**config.mk**
```make
export PLATFORM = sky130hd
export DESIGN_NAME = twc_div
export DESIGN_NICKNAME = d
export VERILOG_FILES = /design/src/twc_pkg.sv /design/src/twc_div.sv
export SDC_FILE = /design/constraint.sdc
export NUM_CORES = 2
export LEC_CHECK = 0
export ABC_AREA = 1
export BUFFER_PORTS_ARGS = -buffer_cell sky130_fd_sc_hd__buf_2
export CAP_MARGIN = 20
export CORE_ASPECT_RATIO = 1.5
export CORE_MARGIN = 2
export CORE_UTILIZATION = 35
export DETAILED_ROUTE_END_ITERATION = 6
export PLACE_DENSITY_LB_ADDON = 0.25
export SLEW_MARGIN = 20
export SYNTH_ARGS = -nofsm -noshare
export SYNTH_HDL_FRONTEND = slang
export SYNTH_SLANG_ARGS = --single-unit
```
**constraint.sdc**
```tcl
create_clock -name aclk -period 31.4 [get_ports aclk]
set_clock_uncertainty 0.05 [all_clocks]
set_input_delay 6.28 -clock aclk [delete_from_list [all_inputs] [get_ports aclk]]
set_output_delay 6.28 -clock aclk [all_outputs]
set_load 0.05 [all_outputs]
```
**src/twc_pkg.sv**
```systemverilog
package twc_pkg;

    localparam int COORD_BITS_DEF   = 12;
    localparam int CORDIC_STEPS_DEF = 16;

    localparam int LN2_Q16      = 45426;
    localparam int PI_Q16       = 205887;
    localparam int HALF_PI_Q16  = 102944;
    localparam int TWO_PI_Q16   = 411775;
    localparam int CORDIC_START = 39797;
    localparam int EXP_ONE      = 65536;
    localparam int KILL_K       = 17;

    // quotient bits kept by the divider; larger ratios give a zero exponential
    localparam int QUO_BITS = 20;

    localparam logic [7:0] CFG_IMAGE_WIDTH   = 8'd0;
    localparam logic [7:0] CFG_IMAGE_HEIGHT  = 8'd1;
    localparam logic [7:0] CFG_EFFECT_RADIUS = 8'd2;
    localparam logic [7:0] CFG_TWIST_ANGLE   = 8'd3;

    typedef struct packed {
        logic               valid;
        logic [11:0]        col;
        logic [11:0]        row;
        logic signed [12:0] x;
        logic signed [12:0] y;
    } side_t;

    function automatic logic [15:0] exp_step(input logic [4:0] i);
        logic [15:0] r;
        case (i)
            5'd0:    r = 16'd45426;
            5'd1:    r = 16'd18854;
            5'd2:    r = 16'd8751;
            5'd3:    r = 16'd4230;
            5'd4:    r = 16'd2081;
            5'd5:    r = 16'd1032;
            5'd6:    r = 16'd514;
            5'd7:    r = 16'd257;
            5'd8:    r = 16'd128;
            5'd9:    r = 16'd64;
            5'd10:   r = 16'd32;
            5'd11:   r = 16'd16;
            5'd12:   r = 16'd8;
            5'd13:   r = 16'd4;
            5'd14:   r = 16'd2;
            5'd15:   r = 16'd1;
            5'd16:   r = 16'd1;
            default: r = 16'd0;
        endcase
        return r;
    endfunction

    function automatic logic [15:0] atan_step(input logic [4:0] i);
        logic [15:0] r;
        case (i)
            5'd0:    r = 16'd51472;
            5'd1:    r = 16'd30385;
            5'd2:    r = 16'd16055;
            5'd3:    r = 16'd8150;
            5'd4:    r = 16'd4091;
            5'd5:    r = 16'd2047;
            5'd6:    r = 16'd1024;
            5'd7:    r = 16'd512;
            5'd8:    r = 16'd256;
            5'd9:    r = 16'd128;
            5'd10:   r = 16'd64;
            5'd11:   r = 16'd32;
            5'd12:   r = 16'd16;
            5'd13:   r = 16'd8;
            5'd14:   r = 16'd4;
            5'd15:   r = 16'd2;
            5'd16:   r = 16'd1;
            default: r = 16'd0;
        endcase
        return r;
    endfunction

endpackage

```
**src/twc_div.sv**
```systemverilog
module twc_div (
    input  logic                aclk,
    input  logic                aresetn,
    input  logic                en,
    input  twc_pkg::side_t      side_in,
    input  logic [25:0]         d2,
    input  logic [23:0]         r2,
    output twc_pkg::side_t      side_out,
    output logic [twc_pkg::QUO_BITS-1:0] t,
    output logic                ovf
);
    localparam int QB = twc_pkg::QUO_BITS;

    twc_pkg::side_t side_reg [QB];
    logic [24:0]    rem_reg  [QB];
    logic [QB-1:0]  q_reg    [QB];
    logic [3:0]     low_reg  [QB];
    logic           ovf_reg  [QB];

    genvar j;
    generate
        for (j = 0; j < QB; j++) begin : g_step
            twc_pkg::side_t s_in;
            logic [24:0]    r_in;
            logic [QB-1:0]  q_in;
            logic [3:0]     l_in;
            logic           o_in;
            logic [24:0]    trial;
            logic           nb;

            if (j == 0) begin : g_first
                // quotient is known to fit when d2 < r2 * 16
                assign s_in = side_in;
                assign r_in = 25'(d2[25:4]);
                assign q_in = '0;
                assign l_in = d2[3:0];
                assign o_in = {2'b0, d2} >= {r2, 4'b0};
            end else begin : g_next
                assign s_in = side_reg[j-1];
                assign r_in = rem_reg[j-1];
                assign q_in = q_reg[j-1];
                assign l_in = low_reg[j-1];
                assign o_in = ovf_reg[j-1];
            end

            assign nb    = (j < 4) ? l_in[3 - (j % 4)] : 1'b0;
            assign trial = {r_in[23:0], nb};

            always_ff @(posedge aclk) begin
                if (!aresetn) begin
                    side_reg[j].valid <= 1'b0;
                end else if (en) begin
                    side_reg[j] <= s_in;
                    low_reg[j]  <= l_in;
                    ovf_reg[j]  <= o_in;
                    if (trial >= {1'b0, r2}) begin
                        rem_reg[j] <= trial - {1'b0, r2};
                        q_reg[j]   <= {q_in[QB-2:0], 1'b1};
                    end else begin
                        rem_reg[j] <= trial;
                        q_reg[j]   <= {q_in[QB-2:0], 1'b0};
                    end
                end
            end
        end
    endgenerate

    assign side_out = side_reg[QB-1];
    assign t        = q_reg[QB-1];
    assign ovf      = ovf_reg[QB-1];

endmodule

```
==> flow_summary.yaml <==
status:
  status: "finished, violations left"
  violations: "design-rule violations"
clock_tree:
  clk-insertion-delay-late_ns: 0.89
  numClockSinks: 1712
  cts-buffers-inserted: 181
  cts_setup_buffers: 0
  cts_tree: "done"
  ctsResizeCount: 0
  path_clk_slew_ns: 0.06
  root_buffer: "clkbuf_16"
  cts_max_level: 4
  cts_max_path_buffers: 4
  holdBufCountCts: 0
sta:
  fin_crit_sh: 0.332
  setup_tns_ns: 0
  relSlewSlack: 0.323
  hold_violations: 0
  rsz0062_at_grt: "false"
  max_freq_mhz: 96.1
  setup_violations: 0
  worst_pin_slew_ns: 1.02
  period_needed_ns: 10.41
  drv_slew: 0
logic_synthesis:
  syn_area_sq_mm: 0.0909
  synth_async_sr_flop_share: 0
  ys_ff_latch: 1712
  syn-num-nets: 10324
  synth.avg_cell_area_sq_um: 9.37
  ys_seq_area_frac: 0.565
  synthDistinctLibCells: 47
  ys_warn_count: 0
  synth_edf_count: 1709
  ys.flop_type: "edfxtp_1"
  synthCells: 9701
routing:
  first_pass_iters: 7
  drt_iter0_drc: 4617
  vias_per_cell: 4.85
  ant_nets: 0
  route.detailed.drc: 2
  wirelength_microns: 257000
  routedWlPerCell_microns: 18.9
  vias: 65932
pwr:
  peakVddDrop_mv: 0.0446
  leakage_nw: 44.7
  p_per_area_mw_per_mm2: 60.4
die:
  core.rowCount: 229
  die_x_microns: 420
  coreArea_sq_mm: 0.259
  chipHeight_microns: 628
  ioPinCount: 176
  die_area_sq_mm: 0.264
  start_util: 0.351
setup_path:
  crit_arrival_ns: 11.05
  crit_path_max_fanout: 109
  path_buf_inv: 6
  rrSetupSlack_ns: 28.26
  startpoint: "aresetn"
  critPathLaunchType: "primary input"
  cp-endpoint: "rem_reg[16][21]"
  ff2ff_path_depth: 10
  cp.required_ns: 32.04
  timing_worst_setup_path_type: "primary input to register"
  cp_common_cell: "buf_4"
  crit_cells: 9
  reg2reg_to: "rem_reg[9][21]"
  crit_family: "buffers and inverters"
  cp_slowest_stage_delay_ns: 0.92
  path_cells: "buf_2 > nand2_4 > inv_8 > buf_4 > buf_4 > buf_4 > buf_4 > nand4_1 > o21ai_0"
  crit_slowest_cell: "buf_4"
  crit_path_end_kind: "register"
  r2r-start: "rem_reg[8][15]"
cells_and_area:
  area_growth_pct: 11.9
  drive_above_1_share: 0.0645
  finalInstanceArea_sq_mm: 0.102
  n_fill_cell: 25853
  final_nets: 10623
  largest_reg_flops: 1020
global_routing:
  grt_usage: 0.193
  overflow: 0
  grt_max_degree: 153
  grt_pass1_wl_microns: 388000
  grt_pass1_vias: 65740
  antenna_found_initial: 7
flow_run:
  drv_cap: 0
placed_design:
  place_congestion: 0.962
  dpl_cell_area_sq_mm: 0.0957
  detailed_place_hpwl_microns: 185000
  portBuffers: 175
min_path:
  worstHoldPathType: "register to register"
## power by group
part | leakage [nW] | switching (mW) | total [mW] | internal (mW)
Clock | 2.89 | 0.907 | 2.17 | 1.26
Sequential | 16.1 | 0.0797 | 2.78 | 2.70
Combinational | 25.8 | 0.822 | 1.19 | 0.372
## worst min-delay path by stage
stage	end	depth (start not counted)	slack, ns	start
2_1_floorplan	low_reg[1][0]	0	0.35	low_reg[0][0]
3_3_place_gp	side_reg[3][99]	0	0.35	side_reg[3][48]
3_5_place_dp	q_reg[1][67]	0	0.35	q_reg[1][46]
4_1_cts	side_reg[1][57]	0	0.28	side_reg[1][6]
5_1_grt	side_reg[3][61]	0	0.28	side_reg[3][10]
6_report	side_reg[1][57]	0	0.29	side_reg[1][6]
## through the flow
step | hold slack, ns | util | power (mW) | setup slack, ns | std cells
detailed placement | 0.355 | 0.370 | 4.01 | 19.85 | 13281
floorplan | 0.350 | - | 3.72 | 3.93 | 9701
global route | 0.283 | 0.393 | 6.46 | 20.56 | 13601
global placement | 0.350 | 0.370 | 4.01 | 19.98 | 13281
finish | 0.286 | 0.393 | 6.14 | 20.99 | 13606
CTS | 0.280 | 0.392 | 6.22 | 20.84 | 13599
## cells by family after synthesis
logic type,after synthesis,share of synthesized area
AOI/OAI and AO/OA,538,0.0311
xor gates and xnor gates,236,0.0227
adders and majority gates,519,0.0730
buffers and inverters,1414,0.0638
DFF,1712,0.565
and+or+nand+nor,5282,0.244
## synthesized netlist by cell type, types with 81 or more instances
cell type  instances  share of area
nand2_1         3416           0.14
edfxtp_1        1709           0.56
inv_1           1281          0.053
nand3_1          809          0.045
nor2_1           584          0.024
ha_1             500          0.069
a21oi_1          387          0.021
xor2_1           155          0.015
nand4_1          152          0.010
o21ai_0           87         0.0048
nor3_1            86         0.0047
xnor2_1           81         0.0078
## layout make-up
| class | instances | area, sq um | area share |
|---|---|---|---|
| multi-input cells | 6575 | 33800 | 0.332 |
| well taps | 3465 | 4340 | 0.0426 |
| repair buffers | 243 | 1440 | 0.0141 |
| clock buffers | 212 | 4710 | 0.0463 |
| clock inverters | 106 | 1240 | 0.0122 |
| inverters | 1287 | 4840 | 0.0476 |
| flip-flops and latches | 1712 | 51400 | 0.505 |
| diodes | 6 | 15.0 | 0.000148 |
## cell usage in the layout, fill, tap and decap left out, drive strengths merged, types with 6 or more instances in the layout
cell	n
o21bai	19
or2	15
nand2	3466
nand4	152
o21ai	106
and3	6
xnor2	81
bufinv	22
clkinv	80
buf	243
o211ai	6
inv	1284
nor3	94
o21a	7
clkbuf	212
edfxtp	1709
a21oi	394
fa	19
nor2	624
xor2	155
diode	6
clkinvlp	7
nand3b	55
ha	500
nor4	36
nand3	819
and2	14
## metal layers
metal  share of wire  global-route usage  up-vias
li1                -                   -    32837
met1            0.39               0.217    30865
met2            0.51               0.348     1561
met3           0.040              0.0242      665
met4           0.066               0.111        4
met5         0.00010                   0        -
(Power assumes the default switching activity.)
