<file path="src/twc_pkg.sv">
package twc_pkg;

    localparam int COORD_BITS_DEF   = 12;
    localparam int CORDIC_STEPS_DEF = 16;

    localparam int LN2_Q16      = 45426;
    localparam int PI_Q16       = 205887;
    localparam int HALF_PI_Q16  = 102944;
    localparam int TWO_PI_Q16   = 411775;
    localparam int CORDIC_START = 39797;
    localparam int EXP_ONE      = 65536;
    localparam int KILL_K       = 17;

    // quotient bits kept by the divider; larger ratios give a zero exponential
    localparam int QUO_BITS = 20;

    localparam logic [7:0] CFG_IMAGE_WIDTH   = 8'd0;
    localparam logic [7:0] CFG_IMAGE_HEIGHT  = 8'd1;
    localparam logic [7:0] CFG_EFFECT_RADIUS = 8'd2;
    localparam logic [7:0] CFG_TWIST_ANGLE   = 8'd3;

    typedef struct packed {
        logic               valid;
        logic [11:0]        col;
        logic [11:0]        row;
        logic signed [12:0] x;
        logic signed [12:0] y;
    } side_t;

    function automatic logic [15:0] exp_step(input logic [4:0] i);
        logic [15:0] r;
        case (i)
            5'd0:    r = 16'd45426;
            5'd1:    r = 16'd18854;
            5'd2:    r = 16'd8751;
            5'd3:    r = 16'd4230;
            5'd4:    r = 16'd2081;
            5'd5:    r = 16'd1032;
            5'd6:    r = 16'd514;
            5'd7:    r = 16'd257;
            5'd8:    r = 16'd128;
            5'd9:    r = 16'd64;
            5'd10:   r = 16'd32;
            5'd11:   r = 16'd16;
            5'd12:   r = 16'd8;
            5'd13:   r = 16'd4;
            5'd14:   r = 16'd2;
            5'd15:   r = 16'd1;
            5'd16:   r = 16'd1;
            default: r = 16'd0;
        endcase
        return r;
    endfunction

    function automatic logic [15:0] atan_step(input logic [4:0] i);
        logic [15:0] r;
        case (i)
            5'd0:    r = 16'd51472;
            5'd1:    r = 16'd30385;
            5'd2:    r = 16'd16055;
            5'd3:    r = 16'd8150;
            5'd4:    r = 16'd4091;
            5'd5:    r = 16'd2047;
            5'd6:    r = 16'd1024;
            5'd7:    r = 16'd512;
            5'd8:    r = 16'd256;
            5'd9:    r = 16'd128;
            5'd10:   r = 16'd64;
            5'd11:   r = 16'd32;
            5'd12:   r = 16'd16;
            5'd13:   r = 16'd8;
            5'd14:   r = 16'd4;
            5'd15:   r = 16'd2;
            5'd16:   r = 16'd1;
            default: r = 16'd0;
        endcase
        return r;
    endfunction

endpackage

</file>
<file path="src/twc_cordic.sv">
module twc_cordic #(
    parameter int CORDIC_STEPS = twc_pkg::CORDIC_STEPS_DEF
) (
    input  logic                aclk,
    input  logic                aresetn,
    input  logic                en,
    input  twc_pkg::side_t      side_in,
    input  logic signed [17:0]  angle,
    output twc_pkg::side_t      side_out,
    output logic signed [19:0]  sn,
    output logic signed [19:0]  cs
);
    localparam logic signed [21:0] PI      = 22'(twc_pkg::PI_Q16);
    localparam logic signed [21:0] HALF_PI = 22'(twc_pkg::HALF_PI_Q16);
    localparam logic signed [21:0] TWO_PI  = 22'(twc_pkg::TWO_PI_Q16);

    // one wrap by two pi is enough for the angle range
    logic signed [21:0] z_in;
    assign z_in = {angle, 4'b0};

    twc_pkg::side_t     side_r_reg;
    logic signed [21:0] z_r_reg;

    always_ff @(posedge aclk) begin
        if (!aresetn) begin
            side_r_reg.valid <= 1'b0;
        end else if (en) begin
            side_r_reg <= side_in;
            if (z_in > PI)        z_r_reg <= z_in - TWO_PI;
            else if (z_in <= -PI) z_r_reg <= z_in + TWO_PI;
            else                  z_r_reg <= z_in;
        end
    end

    twc_pkg::side_t     side_h_reg;
    logic signed [21:0] z_h_reg;
    logic               flip_h_reg;

    always_ff @(posedge aclk) begin
        if (!aresetn) begin
            side_h_reg.valid <= 1'b0;
        end else if (en) begin
            side_h_reg <= side_r_reg;
            if (z_r_reg > HALF_PI) begin
                z_h_reg    <= z_r_reg - PI;
                flip_h_reg <= 1'b1;
            end else if (z_r_reg < -HALF_PI) begin
                z_h_reg    <= z_r_reg + PI;
                flip_h_reg <= 1'b1;
            end else begin
                z_h_reg    <= z_r_reg;
                flip_h_reg <= 1'b0;
            end
        end
    end

    twc_pkg::side_t     side_reg [CORDIC_STEPS];
    logic signed [19:0] x_reg    [CORDIC_STEPS];
    logic signed [19:0] y_reg    [CORDIC_STEPS];
    logic signed [21:0] z_reg    [CORDIC_STEPS];
    logic               flip_reg [CORDIC_STEPS];

    genvar i;
    generate
        for (i = 0; i < CORDIC_STEPS; i++) begin : g_step
            twc_pkg::side_t     s_in;
            logic signed [19:0] x_in;
            logic signed [19:0] y_in;
            logic signed [21:0] zz_in;
            logic               fl_in;
            logic signed [21:0] at;

            if (i == 0) begin : g_first
                assign s_in  = side_h_reg;
                assign x_in  = 20'(twc_pkg::CORDIC_START);
                assign y_in  = '0;
                assign zz_in = z_h_reg;
                assign fl_in = flip_h_reg;
            end else begin : g_next
                assign s_in  = side_reg[i-1];
                assign x_in  = x_reg[i-1];
                assign y_in  = y_reg[i-1];
                assign zz_in = z_reg[i-1];
                assign fl_in = flip_reg[i-1];
            end

            assign at = $signed({6'b0, twc_pkg::atan_step(5'(i))});

            always_ff @(posedge aclk) begin
                if (!aresetn) begin
                    side_reg[i].valid <= 1'b0;
                end else if (en) begin
                    side_reg[i] <= s_in;
                    flip_reg[i] <= fl_in;
                    if (!zz_in[21]) begin
                        x_reg[i] <= x_in - (y_in >>> i);
                        y_reg[i] <= y_in + (x_in >>> i);
                        z_reg[i] <= zz_in - at;
                    end else begin
                        x_reg[i] <= x_in + (y_in >>> i);
                        y_reg[i] <= y_in - (x_in >>> i);
                        z_reg[i] <= zz_in + at;
                    end
                end
            end
        end
    endgenerate

    twc_pkg::side_t     side_o_reg;
    logic signed [19:0] sn_reg;
    logic signed [19:0] cs_reg;

    always_ff @(posedge aclk) begin
        if (!aresetn) begin
            side_o_reg.valid <= 1'b0;
        end else if (en) begin
            side_o_reg <= side_reg[CORDIC_STEPS-1];
            if (flip_reg[CORDIC_STEPS-1]) begin
                sn_reg <= -y_reg[CORDIC_STEPS-1];
                cs_reg <= -x_reg[CORDIC_STEPS-1];
            end else begin
                sn_reg <= y_reg[CORDIC_STEPS-1];
                cs_reg <= x_reg[CORDIC_STEPS-1];
            end
        end
    end

    assign side_out = side_o_reg;
    assign sn       = sn_reg;
    assign cs       = cs_reg;

endmodule

</file>
<file path="config.mk">
export PLATFORM = sky130hd
export DESIGN_NAME = twc_cordic
export DESIGN_NICKNAME = d
export VERILOG_FILES = /design/src/twc_pkg.sv /design/src/twc_cordic.sv
export SDC_FILE = /design/constraint.sdc
export NUM_CORES = 2
export LEC_CHECK = 0
export BUFFER_PORTS_ARGS = -buffer_cell sky130_fd_sc_hd__buf_2
export CORE_MARGIN = 5
export CORE_UTILIZATION = 66
export CTS_CLUSTER_DIAMETER = 60
export DETAILED_ROUTE_END_ITERATION = 10
export PLACE_DENSITY = 0.83
export REMOVE_ABC_BUFFERS = 1
export SYNTH_ARGS = -nofsm -noshare
export SYNTH_HDL_FRONTEND = slang
export SYNTH_SLANG_ARGS = --single-unit
</file>
<file path="constraint.sdc">
create_clock -name aclk -period 36.8 [get_ports aclk]
set_clock_uncertainty 0.05 [all_clocks]
set_input_delay 5.52 -clock aclk [delete_from_list [all_inputs] [get_ports aclk]]
set_output_delay 5.52 -clock aclk [all_outputs]
set_load 0.01 [all_outputs]
</file>
==> results.ini <==
[placed_design]
place_area_mm2=0.106
dp_slack_ns=25.65
io_buffers=162
hpwl_um=151000
place.gp.congestion=0.925

[sta]
finalCriticalPeriod_ns=10.37
setup_tns_ns=0
max_clock_freq_mhz=96.4
max_slew.worst_pin.slew_ns=1.18
finalSetupViolCount=0
slew_viol_final=0
finalHoldViolCount=0
rsz0062_at_grt=no
finalCritPeriodShare=0.282
relSlewSlack=0.203
final.setup.worst_slack_ns=26.43

[floorplan]
rows=145
die_h_um=405
io_pins=163
floorplan.initialDensity=0.662
core-area_mm2=0.156
die_w_um=405
die_area_mm2=0.164

[cells_and_area]
diodes=0
nNetsFinal=9499
largest_register_ffs=816
drive_gt1_frac=0.0684
post-route-cell-area_mm2=0.113
final_common_cell=edfxtp_1
mostFrequentLayoutCells=1,949 x edfxtp_1, 860 x ha_1, 716 x a21oi_1, 679 x xnor2_1, 499 x nor2_1
area.growth.synth_to_final_pct=9.84

[logic_synthesis]
yosysWarnings=0
ys_seq_area_frac=0.568
avgSynthCellArea_um2=12.5
synth_top_cell_by_area=edfxtp_1
synth.distinct_cells=85
syn_inst=8230
synth_edf_count=1949
synth_top_area_frac=0.567
synth_area_leaders=edfxtp_1 57%, ha_1 10%, xnor2_1 5.8%
synth_top_flop_cell=edfxtp_1
mappedNetlistArea_mm2=0.103
async_flop_share=0
synth.ff_latch_count=1953

[route]
ant_nets=0
via_count=67500
firstDrtPassIters=6
wl_um=232000
drc_errors=0
wl_met2_um=119000
highest_layer=met4
drt_iter0_markers=6162
wl_met3_um=13700
drt-met1-wl_um=84200
post_drt_wl_per_cell_um=21.6
vias_per_cell=6.28

[critical_path]
required_ns=37.29
crit_path_frequent_cell=o21ai_0
crit_family=compound AO/OA/AOI/OAI gates
worstPathCellList=buf_2 -> and3_1 -> clkinv_1 -> o21ai_0 -> ha_1 -> a21oi_1 -> o21ai_0 -> o21ai_0 -> a21oi_1 -> a22oi_1 -> o2bb2ai_1 -> nor3_1 -> or4_1
critical-path-max-stage-delay_ns=1.06
critPathMaxFanout=30
critical_path_buf_inv_count=2
critPathKind=in -> reg
crit_arrival_ns=10.86
cp_slowest_cell=clkinv_1
start_kind=primary input
endpoint_kind=register

[cts]
htree_levels=4
post_cts_resize_count=0
cts_buffers=195
cts_root_buf=clkbuf_16
cts_setup_buffers=0
clk_pin_slew_ns=0.07
cts_tree=built
worstSkewPairLatency_ns=0.89
cts.sinks=1953
ctsHoldBuffers=0
clockBufferDepth=3

[grt]
antenna_found_initial=0
grt_pass1_vias=68200
grt_pass1_wl_um=365000
grtUsageTotal=0.280
grt_max_degree=213
overflow=0

[worst_hold_path]
hp-class=reg -> reg

[run_status]
status=finished, final reports clean

[job]
drv_cap=0

[power_and_ir_drop]
powerDensity_mw_per_mm2=89.1
leakage_nw=43.3
vdd_ir_drop_max_mv=0.0676

where the power goes:
part,switching [mW],leakage (nW),internal [mW]
clock,0.909,3.30,1.20
sequential,0.359,18.3,3.18
combinational,2.53,21.6,1.91
final cells by class:
| type | instances | area, um2 |
|---|---|---|
| Fill cell | 9755 | 42500 |
| Timing Repair Buffer | 203 | 1140 |
| Clock inverter | 135 | 1820 |
| Inverter | 354 | 1340 |
| Sequential cell | 1953 | 58600 |
| Multi-Input combinational cell | 5815 | 42800 |
| Tap cell | 2058 | 2570 |
| Clock buffer | 230 | 5020 |
worst reg2reg max path, cell delays in order (launching register included):
cell	delay (ns)
edfxtp_1	0.42
and3_1	0.79
clkinv_1	1.07
o21ai_0	0.69
ha_1	0.32
a21oi_1	0.19
o21ai_0	0.15
o21ai_0	0.41
a21oi_1	0.21
a22oi_1	0.25
o2bb2ai_1	0.21
nor3_1	0.08
or4_1	0.46
metal layers:
layer / global-route usage / vias up
li1: - / 31600
met1: 0.318 / 32000
met2: 0.509 / 2949
met3: 0.0428 / 967
met4: 0.151 / 0
met5: 0 / -
Yosys cell counts (14+ instances only):
| master | instances |
|---|---|
| a211oi_1 | 56 |
| a21o_1 | 319 |
| nand2_1 | 416 |
| o21bai_1 | 106 |
| xnor2_1 | 679 |
| a41oi_1 | 14 |
| ha_1 | 860 |
| and2_1 | 26 |
| a21boi_0 | 17 |
| or2_2 | 18 |
| or4_1 | 23 |
| inv_1 | 349 |
| or3_1 | 34 |
| nor2_1 | 499 |
| xor2_1 | 340 |
| o21ai_0 | 398 |
| fa_1 | 45 |
| a21oi_1 | 716 |
| clkbuf_1 | 90 |
| o21a_1 | 92 |
| o31a_1 | 14 |
| nor2b_1 | 116 |
| buf_1 | 14 |
| edfxtp_1 | 1949 |
| nand4_1 | 61 |
| mux2i_1 | 30 |
| nor3_1 | 160 |
| mux2_2 | 15 |
| a31o_2 | 23 |
| a31oi_1 | 70 |
| nor4_1 | 45 |
| and3_1 | 74 |
| nand2b_1 | 94 |
| a311oi_1 | 15 |
| o41ai_1 | 33 |
| o211ai_1 | 25 |
| o31ai_1 | 81 |
| a211o_1 | 17 |
| nand3_1 | 91 |
| nor3b_1 | 17 |
logic make-up after synthesis:
| kind of cell | Yosys count | synth area share |
|---|---|---|
| and+or+nand+nor | 1713 | 0.0801 |
| other | 2 | 0.0000728 |
| muxes | 45 | 0.00455 |
| buffers and inverters | 463 | 0.0169 |
| AOI/OAI and AO/OA | 2129 | 0.131 |
| DFF | 1953 | 0.568 |
| adders and majority gates | 905 | 0.113 |
| xor gates and xnor gates | 1020 | 0.0867 |
final timing paths:
check,slack [ns],from,depth (start not counted),end
max,26.43,en,13,x_reg[1][59]
min,0.32,side_reg[1][42],0,side_reg[1][93]
max reg2reg,31.21,z_reg[1][43],12,x_reg[1][59]
min reg2reg,0.32,side_reg[1][42],0,side_reg[1][93]
through the flow:
stage	std cells	hold slack (ns)	utilization	power, mW
2_1_floorplan	8122	0.350	-	6.84
5_1_grt	10700	0.320	0.727	10.7
3_5_place_dp	10400	0.355	0.683	7.86
3_3_place_gp	10400	0.350	0.683	7.67
4_1_cts	10700	0.311	0.727	10.1
6_report	10700	0.320	0.727	10.1
No activity file was read; power rests on OpenSTA's default activity.
