## src/twc_pkg.sv

```systemverilog
package twc_pkg;

    localparam int COORD_BITS_DEF   = 12;
    localparam int CORDIC_STEPS_DEF = 16;

    localparam int LN2_Q16      = 45426;
    localparam int PI_Q16       = 205887;
    localparam int HALF_PI_Q16  = 102944;
    localparam int TWO_PI_Q16   = 411775;
    localparam int CORDIC_START = 39797;
    localparam int EXP_ONE      = 65536;
    localparam int KILL_K       = 17;

    // quotient bits kept by the divider; larger ratios give a zero exponential
    localparam int QUO_BITS = 20;

    localparam logic [7:0] CFG_IMAGE_WIDTH   = 8'd0;
    localparam logic [7:0] CFG_IMAGE_HEIGHT  = 8'd1;
    localparam logic [7:0] CFG_EFFECT_RADIUS = 8'd2;
    localparam logic [7:0] CFG_TWIST_ANGLE   = 8'd3;

    typedef struct packed {
        logic               valid;
        logic [11:0]        col;
        logic [11:0]        row;
        logic signed [12:0] x;
        logic signed [12:0] y;
    } side_t;

    function automatic logic [15:0] exp_step(input logic [4:0] i);
        logic [15:0] r;
        case (i)
            5'd0:    r = 16'd45426;
            5'd1:    r = 16'd18854;
            5'd2:    r = 16'd8751;
            5'd3:    r = 16'd4230;
            5'd4:    r = 16'd2081;
            5'd5:    r = 16'd1032;
            5'd6:    r = 16'd514;
            5'd7:    r = 16'd257;
            5'd8:    r = 16'd128;
            5'd9:    r = 16'd64;
            5'd10:   r = 16'd32;
            5'd11:   r = 16'd16;
            5'd12:   r = 16'd8;
            5'd13:   r = 16'd4;
            5'd14:   r = 16'd2;
            5'd15:   r = 16'd1;
            5'd16:   r = 16'd1;
            default: r = 16'd0;
        endcase
        return r;
    endfunction

    function automatic logic [15:0] atan_step(input logic [4:0] i);
        logic [15:0] r;
        case (i)
            5'd0:    r = 16'd51472;
            5'd1:    r = 16'd30385;
            5'd2:    r = 16'd16055;
            5'd3:    r = 16'd8150;
            5'd4:    r = 16'd4091;
            5'd5:    r = 16'd2047;
            5'd6:    r = 16'd1024;
            5'd7:    r = 16'd512;
            5'd8:    r = 16'd256;
            5'd9:    r = 16'd128;
            5'd10:   r = 16'd64;
            5'd11:   r = 16'd32;
            5'd12:   r = 16'd16;
            5'd13:   r = 16'd8;
            5'd14:   r = 16'd4;
            5'd15:   r = 16'd2;
            5'd16:   r = 16'd1;
            default: r = 16'd0;
        endcase
        return r;
    endfunction

endpackage

```

## src/twc_exp.sv

```systemverilog
module twc_exp #(
    parameter int CORDIC_STEPS = twc_pkg::CORDIC_STEPS_DEF
) (
    input  logic                aclk,
    input  logic                aresetn,
    input  logic                en,
    input  twc_pkg::side_t      side_in,
    input  logic [twc_pkg::QUO_BITS-1:0] t,
    input  logic                ovf,
    input  logic signed [15:0]  twist,
    input  logic                radius_zero,
    output twc_pkg::side_t      side_out,
    output logic signed [17:0]  angle
);
    localparam int QB = twc_pkg::QUO_BITS;
    localparam logic [20:0] LN2 = 21'(twc_pkg::LN2_Q16);

    // split ratio into k * ln2 + f
    logic [4:0]  k_c;
    logic        kill_c;

    always_comb begin
        k_c = '0;
        for (int j = 1; j < twc_pkg::KILL_K; j++) begin
            if (t >= QB'(j * twc_pkg::LN2_Q16)) k_c = 5'(j);
        end
        kill_c = ovf || (t >= QB'(twc_pkg::KILL_K * twc_pkg::LN2_Q16));
    end

    twc_pkg::side_t side_k_reg;
    logic [QB-1:0]  t_k_reg;
    logic [4:0]     k_k_reg;
    logic           kill_k_reg;

    always_ff @(posedge aclk) begin
        if (!aresetn) begin
            side_k_reg.valid <= 1'b0;
        end else if (en) begin
            side_k_reg <= side_in;
            t_k_reg    <= t;
            k_k_reg    <= k_c;
            kill_k_reg <= kill_c;
        end
    end

    twc_pkg::side_t side_f_reg;
    logic [15:0]    f_f_reg;
    logic [4:0]     k_f_reg;
    logic           kill_f_reg;
    logic [20:0]    kl;

    assign kl = 21'(k_k_reg) * LN2;

    always_ff @(posedge aclk) begin
        if (!aresetn) begin
            side_f_reg.valid <= 1'b0;
        end else if (en) begin
            side_f_reg <= side_k_reg;
            f_f_reg    <= 16'(t_k_reg - kl[QB-1:0]);
            k_f_reg    <= k_k_reg;
            kill_f_reg <= kill_k_reg;
        end
    end

    twc_pkg::side_t side_reg [CORDIC_STEPS];
    logic [15:0]    f_reg    [CORDIC_STEPS];
    logic [16:0]    e_reg    [CORDIC_STEPS];
    logic [4:0]     k_reg    [CORDIC_STEPS];
    logic           kill_reg [CORDIC_STEPS];

    genvar i;
    generate
        for (i = 0; i < CORDIC_STEPS; i++) begin : g_step
            twc_pkg::side_t s_in;
            logic [15:0]    f_in;
            logic [16:0]    e_in;
            logic [4:0]     k_in;
            logic           kl_in;
            logic [15:0]    lim;

            if (i == 0) begin : g_first
                assign s_in  = side_f_reg;
                assign f_in  = f_f_reg;
                assign e_in  = 17'(twc_pkg::EXP_ONE);
                assign k_in  = k_f_reg;
                assign kl_in = kill_f_reg;
            end else begin : g_next
                assign s_in  = side_reg[i-1];
                assign f_in  = f_reg[i-1];
                assign e_in  = e_reg[i-1];
                assign k_in  = k_reg[i-1];
                assign kl_in = kill_reg[i-1];
            end

            assign lim = twc_pkg::exp_step(5'(i));

            always_ff @(posedge aclk) begin
                if (!aresetn) begin
                    side_reg[i].valid <= 1'b0;
                end else if (en) begin
                    side_reg[i] <= s_in;
                    k_reg[i]    <= k_in;
                    kill_reg[i] <= kl_in;
                    if (f_in >= lim) begin
                        f_reg[i] <= f_in - lim;
                        e_reg[i] <= e_in - (e_in >> (i + 1));
                    end else begin
                        f_reg[i] <= f_in;
                        e_reg[i] <= e_in;
                    end
                end
            end
        end
    endgenerate

    twc_pkg::side_t side_s_reg;
    logic [16:0]    e_s_reg;

    always_ff @(posedge aclk) begin
        if (!aresetn) begin
            side_s_reg.valid <= 1'b0;
        end else if (en) begin
            side_s_reg <= side_reg[CORDIC_STEPS-1];
            e_s_reg    <= kill_reg[CORDIC_STEPS-1] ? 17'd0 :
                          (e_reg[CORDIC_STEPS-1] >> k_reg[CORDIC_STEPS-1]);
        end
    end

    twc_pkg::side_t side_m_reg;
    logic [16:0]    mag_m_reg;
    logic [15:0]    twist_mag;
    logic [32:0]    prod;

    assign twist_mag = twist[15] ? 16'(-twist) : 16'(twist);
    assign prod      = 33'(twist_mag) * 33'(e_s_reg);

    always_ff @(posedge aclk) begin
        if (!aresetn) begin
            side_m_reg.valid <= 1'b0;
        end else if (en) begin
            side_m_reg <= side_s_reg;
            mag_m_reg  <= prod[32:16];
        end
    end

    twc_pkg::side_t     side_a_reg;
    logic signed [17:0] angle_reg;

    always_ff @(posedge aclk) begin
        if (!aresetn) begin
            side_a_reg.valid <= 1'b0;
        end else if (en) begin
            side_a_reg <= side_m_reg;
            if (radius_zero)    angle_reg <= '0;
            else if (twist[15]) angle_reg <= -$signed({1'b0, mag_m_reg});
            else                angle_reg <= $signed({1'b0, mag_m_reg});
        end
    end

    assign side_out = side_a_reg;
    assign angle    = angle_reg;

endmodule

```

## config.mk

```make
export PLATFORM = sky130hd
export DESIGN_NAME = twc_exp
export DESIGN_NICKNAME = d
export VERILOG_FILES = /design/src/twc_pkg.sv /design/src/twc_exp.sv
export SDC_FILE = /design/constraint.sdc
export NUM_CORES = 2
export LEC_CHECK = 0
export CORE_MARGIN = 4
export CORE_UTILIZATION = 45
export CTS_BUF_LIST = sky130_fd_sc_hd__clkbuf_2
export DETAILED_ROUTE_END_ITERATION = 16
export DONT_BUFFER_PORTS = 1
export GPL_ROUTABILITY_DRIVEN = 0
export GPL_TIMING_DRIVEN = 0
export SYNTH_ARGS = -nofsm -noshare
export SYNTH_HDL_FRONTEND = slang
export SYNTH_SLANG_ARGS = --single-unit
```

## constraint.sdc

```tcl
create_clock -name aclk -period 37.8 [get_ports aclk]
set_input_delay 1.89 -clock aclk [delete_from_list [all_inputs] [get_ports aclk]]
set_output_delay 1.89 -clock aclk [all_outputs]
set_load 0.02 [all_outputs]
```

==> impl_metrics.yaml <==
final_layout:
  drive_gt1_share_pct: 12.8
  final_cell_count_no_fill: 7928
  fillCellCount: 14200
  ff_latch_area_um2: 51900
  final_area_um2: 82100
  multiInputGateArea_um2: 20800
  fin_util_pct: 49.7
  layout.nets: 5997
  area_delta_synth_final_pct: 9.85
  largest_reg_flops: 816
sta:
  worstMarginPinSlew_ns: 1.25
  relSlewSlack_pct: 15.9
  hold_viol_final: 0
  rsz0062_at_grt: "false"
  finalSetupViolCount: 0
  finalHoldWorstSlack_ns: 0.181
  setup_tns_ns: 0
  period_needed_ns: 9.22
  fmax_mhz: 109
  final.period_utilization_pct: 24.4
  timing.final.ws_setup_ns: 28.58
  fin_worst_skew_ns: 0.244
  drv_slew: 0
yosys:
  yosysTopAreaCell: "edfxtp_1"
  synth-xor-area-share_pct: 4.64
  syn_avg_cell_area_um2: 15.2
  synthTopCellsByArea: "edfxtp_1 69%, fa_1 6.0%, ha_1 4.1%, xnor2_1 2.6%, inv_1 2.2%"
  synth_edf_count: 1724
  synthArstFlopShare_pct: 0
  synth_compound_area_share_pct: 3.82
  muxShareOfSynthArea_pct: 0.765
  ys_seq_area_share_pct: 69.4
  yosys.area_share.simple_pct: 8.44
  syn_nets: 5486
  synth_ff_type: "edfxtp_1"
  ys_seq_elements: 1730
  synth-adder-area-share_pct: 10.1
  synth.top_cell.area_share_pct: 69.3
  synthCells: 4925
  ys_warn_count: 0
  synthesis.area_um2: 74700
  synth.distinct_cells: 86
  synth_top_family_by_area: "adder cells"
clock_network:
  cts_inserted_buffers: 441
  hold_buffers: 54
  ctsResizeCount: 0
  cts_tree: "done"
  cts_buffer_depth: 4
  cts_setup_buffers: 0
  root_buffer: "clkbuf_2"
  clk_pin_slew_worst_paths_ns: 0.10
  numClockSinks: 1730
  clk_latency_ns: 1.74
  htree_levels: 5
floorplanning:
  initial_core_util_pct: 45.3
  num_rows: 149
  die_h_um: 415
  die_area_um2: 173000
  die_x_um: 415
  core_um2: 165000
  io_pins: 161
global_routing:
  antenna_found_initial: 3
  grt_start_max_net_pins: 141
  grt_pass1_vias: 40300
  overflow: 0
  grt_usage_pct: 13.6
  grt_pass1_wl_um: 193000
critical_path:
  start_kind: "primary input"
  r2r_start: "e_s_reg[10]$_SDFFCE_PP0P_"
  crit_arrival_ns: 10.62
  required_ns: 39.21
  worstRegToRegCells: 23
  critical_path.startpoint: "twist[0]"
  cp_max_fo: 10
  path_class: "primary input to flip-flop"
  endpoint_kind: "flip-flop"
placed_design:
  hpwl_um: 76800
  dpl_cell_area_um2: 77800
  port-buffer-count: 0
  preCtsSetupSlack_ns: 26.95
  dp_cells: 7128
pwr:
  p_leak_nw: 30.6
  total_power_mw: 4.53
  p_per_area_nw_per_um2: 55.2
  ir_drop_mv: 0.0482
min_path:
  min_path_type: "flip-flop to flip-flop"
  holdPathStages: 0
  hold_start: "side_k_reg[29]$_DFFE_PP_"
route:
  vias_per_cell: 4.87
  wl_um: 117000
  antenna_left: 0
  via_count: 38600
  drc_errors: 0
  wl_per_cell_um: 14.8
  dr.pass1.iters: 7
  drtIter0Drc: 2198
status:
  status: "completed"
flow_run:
  cap_violations: 0
## routing by layer
metal	vias up	share of wire [%]	global-route usage [%]
li1	19000	-	-
met1	18500	40	15.5
met2	925	50	23.5
met3	284	6.2	4.48
met4	0	3.0	5.91
met5	-	0	0
## report_power, final
part           leakage, nW  switching, mW  internal (mW)  total, mW
Sequential            16.3         0.0620           2.27       2.34
Combinational         11.5          0.594          0.442       1.04
Clock                 2.87          0.699          0.461       1.16
## worst paths after layout
kind                                                     end  slack (ns)
worst max register to register       mag_m_reg[16]$_DFFE_PP_       30.61
worst min register to register  g_step[0].s_in[29]$_DFFE_PP_        0.18
worst min-delay path            g_step[0].s_in[29]$_DFFE_PP_        0.18
worst max-delay path                 mag_m_reg[16]$_DFFE_PP_       28.58
## cells by family after synthesis
| group | count (synthesis) |
|---|---|
| muxes | 53 |
| adders and majority gates | 469 |
| DFF | 1730 |
| AOI/OAI and AO/OA | 441 |
| and+or+nand+nor | 1288 |
| buffers and inverters | 548 |
| xor gates and xnor gates | 396 |
## synthesized netlist by cell type (5+ instances only)
cell / instances
clkbuf_1: 85
fa_1: 224
nand3b_1: 11
or2_2: 6
a21o_1: 24
a41oi_1: 5
and2_1: 107
o21ai_1: 17
mux2i_1: 38
inv_1: 447
o22ai_1: 7
o21a_1: 14
mux2_2: 13
o21bai_1: 7
a31oi_1: 12
nor4_1: 70
o31ai_1: 29
a211oi_1: 20
xnor2_1: 219
nor3b_1: 10
nand3_1: 58
o211ai_1: 6
or3_1: 41
a21boi_1: 7
buf_2: 8
o21ai_0: 101
a2111oi_0: 9
nor4b_1: 7
o41ai_1: 9
and3_1: 23
ha_1: 245
a21oi_1: 116
nand2_1: 399
a21boi_0: 15
nand2b_1: 42
xor2_1: 177
or4_1: 15
nor2b_1: 54
nand4_1: 22
nor3_1: 109
nor2_1: 288
edfxtp_1: 1724
dfxtp_1: 6
## layout make-up
type	instances	area share, %
multi-input combinational	2647	25.3
buffer	99	0.474
clock buffer	625	3.81
inverter	449	2.06
timing repair buffer	68	1.13
tap	2189	3.34
clock inverter	110	0.648
antenna	11	0.0335
sequential	1730	63.2
## layout by cell type (no fill, tap or decap), types with 22 or more instances in the layout
cell type and count:
a21o_1 24, a21oi_1 116, and2_1 107, and3_1 23, clkbuf_1 85, clkbuf_2 625, clkinv_1 77, clkinv_2 22
dlygate4sd3_1 54, edfxtp_1 1724, fa_1 224, ha_1 245, inv_1 447, mux2i_1 38, nand2_1 399, nand2b_1 42
nand3_1 58, nand4_1 22, nor2_1 288, nor2b_1 54, nor3_1 109, nor4_1 70, o21ai_0 101, o31ai_1 29
or3_1 41, xnor2_1 219, xor2_1 177
## critical path, stage by stage
cell and delay, ns:
clkbuf_1 0.34, clkbuf_1 0.51, inv_1 0.10, ha_1 0.22, nand2b_1 0.11, nand2b_1 0.20
o41ai_1 0.10, xnor2_1 1.00, clkbuf_1 0.55, nand2_1 0.15, fa_1 0.51, inv_1 0.05
fa_1 0.47, fa_1 0.56, fa_1 0.53, fa_1 0.54, inv_1 0.05, fa_1 0.52
inv_1 0.04, ha_1 0.37, and3_1 0.20, a22oi_1 0.29, a31oi_1 0.22, o311a_1 0.42
o21ai_1 0.22, a21boi_2 0.12, o41ai_2 0.23, xnor2_1 0.10
Note: power is estimated with default switching activity, not from simulation.
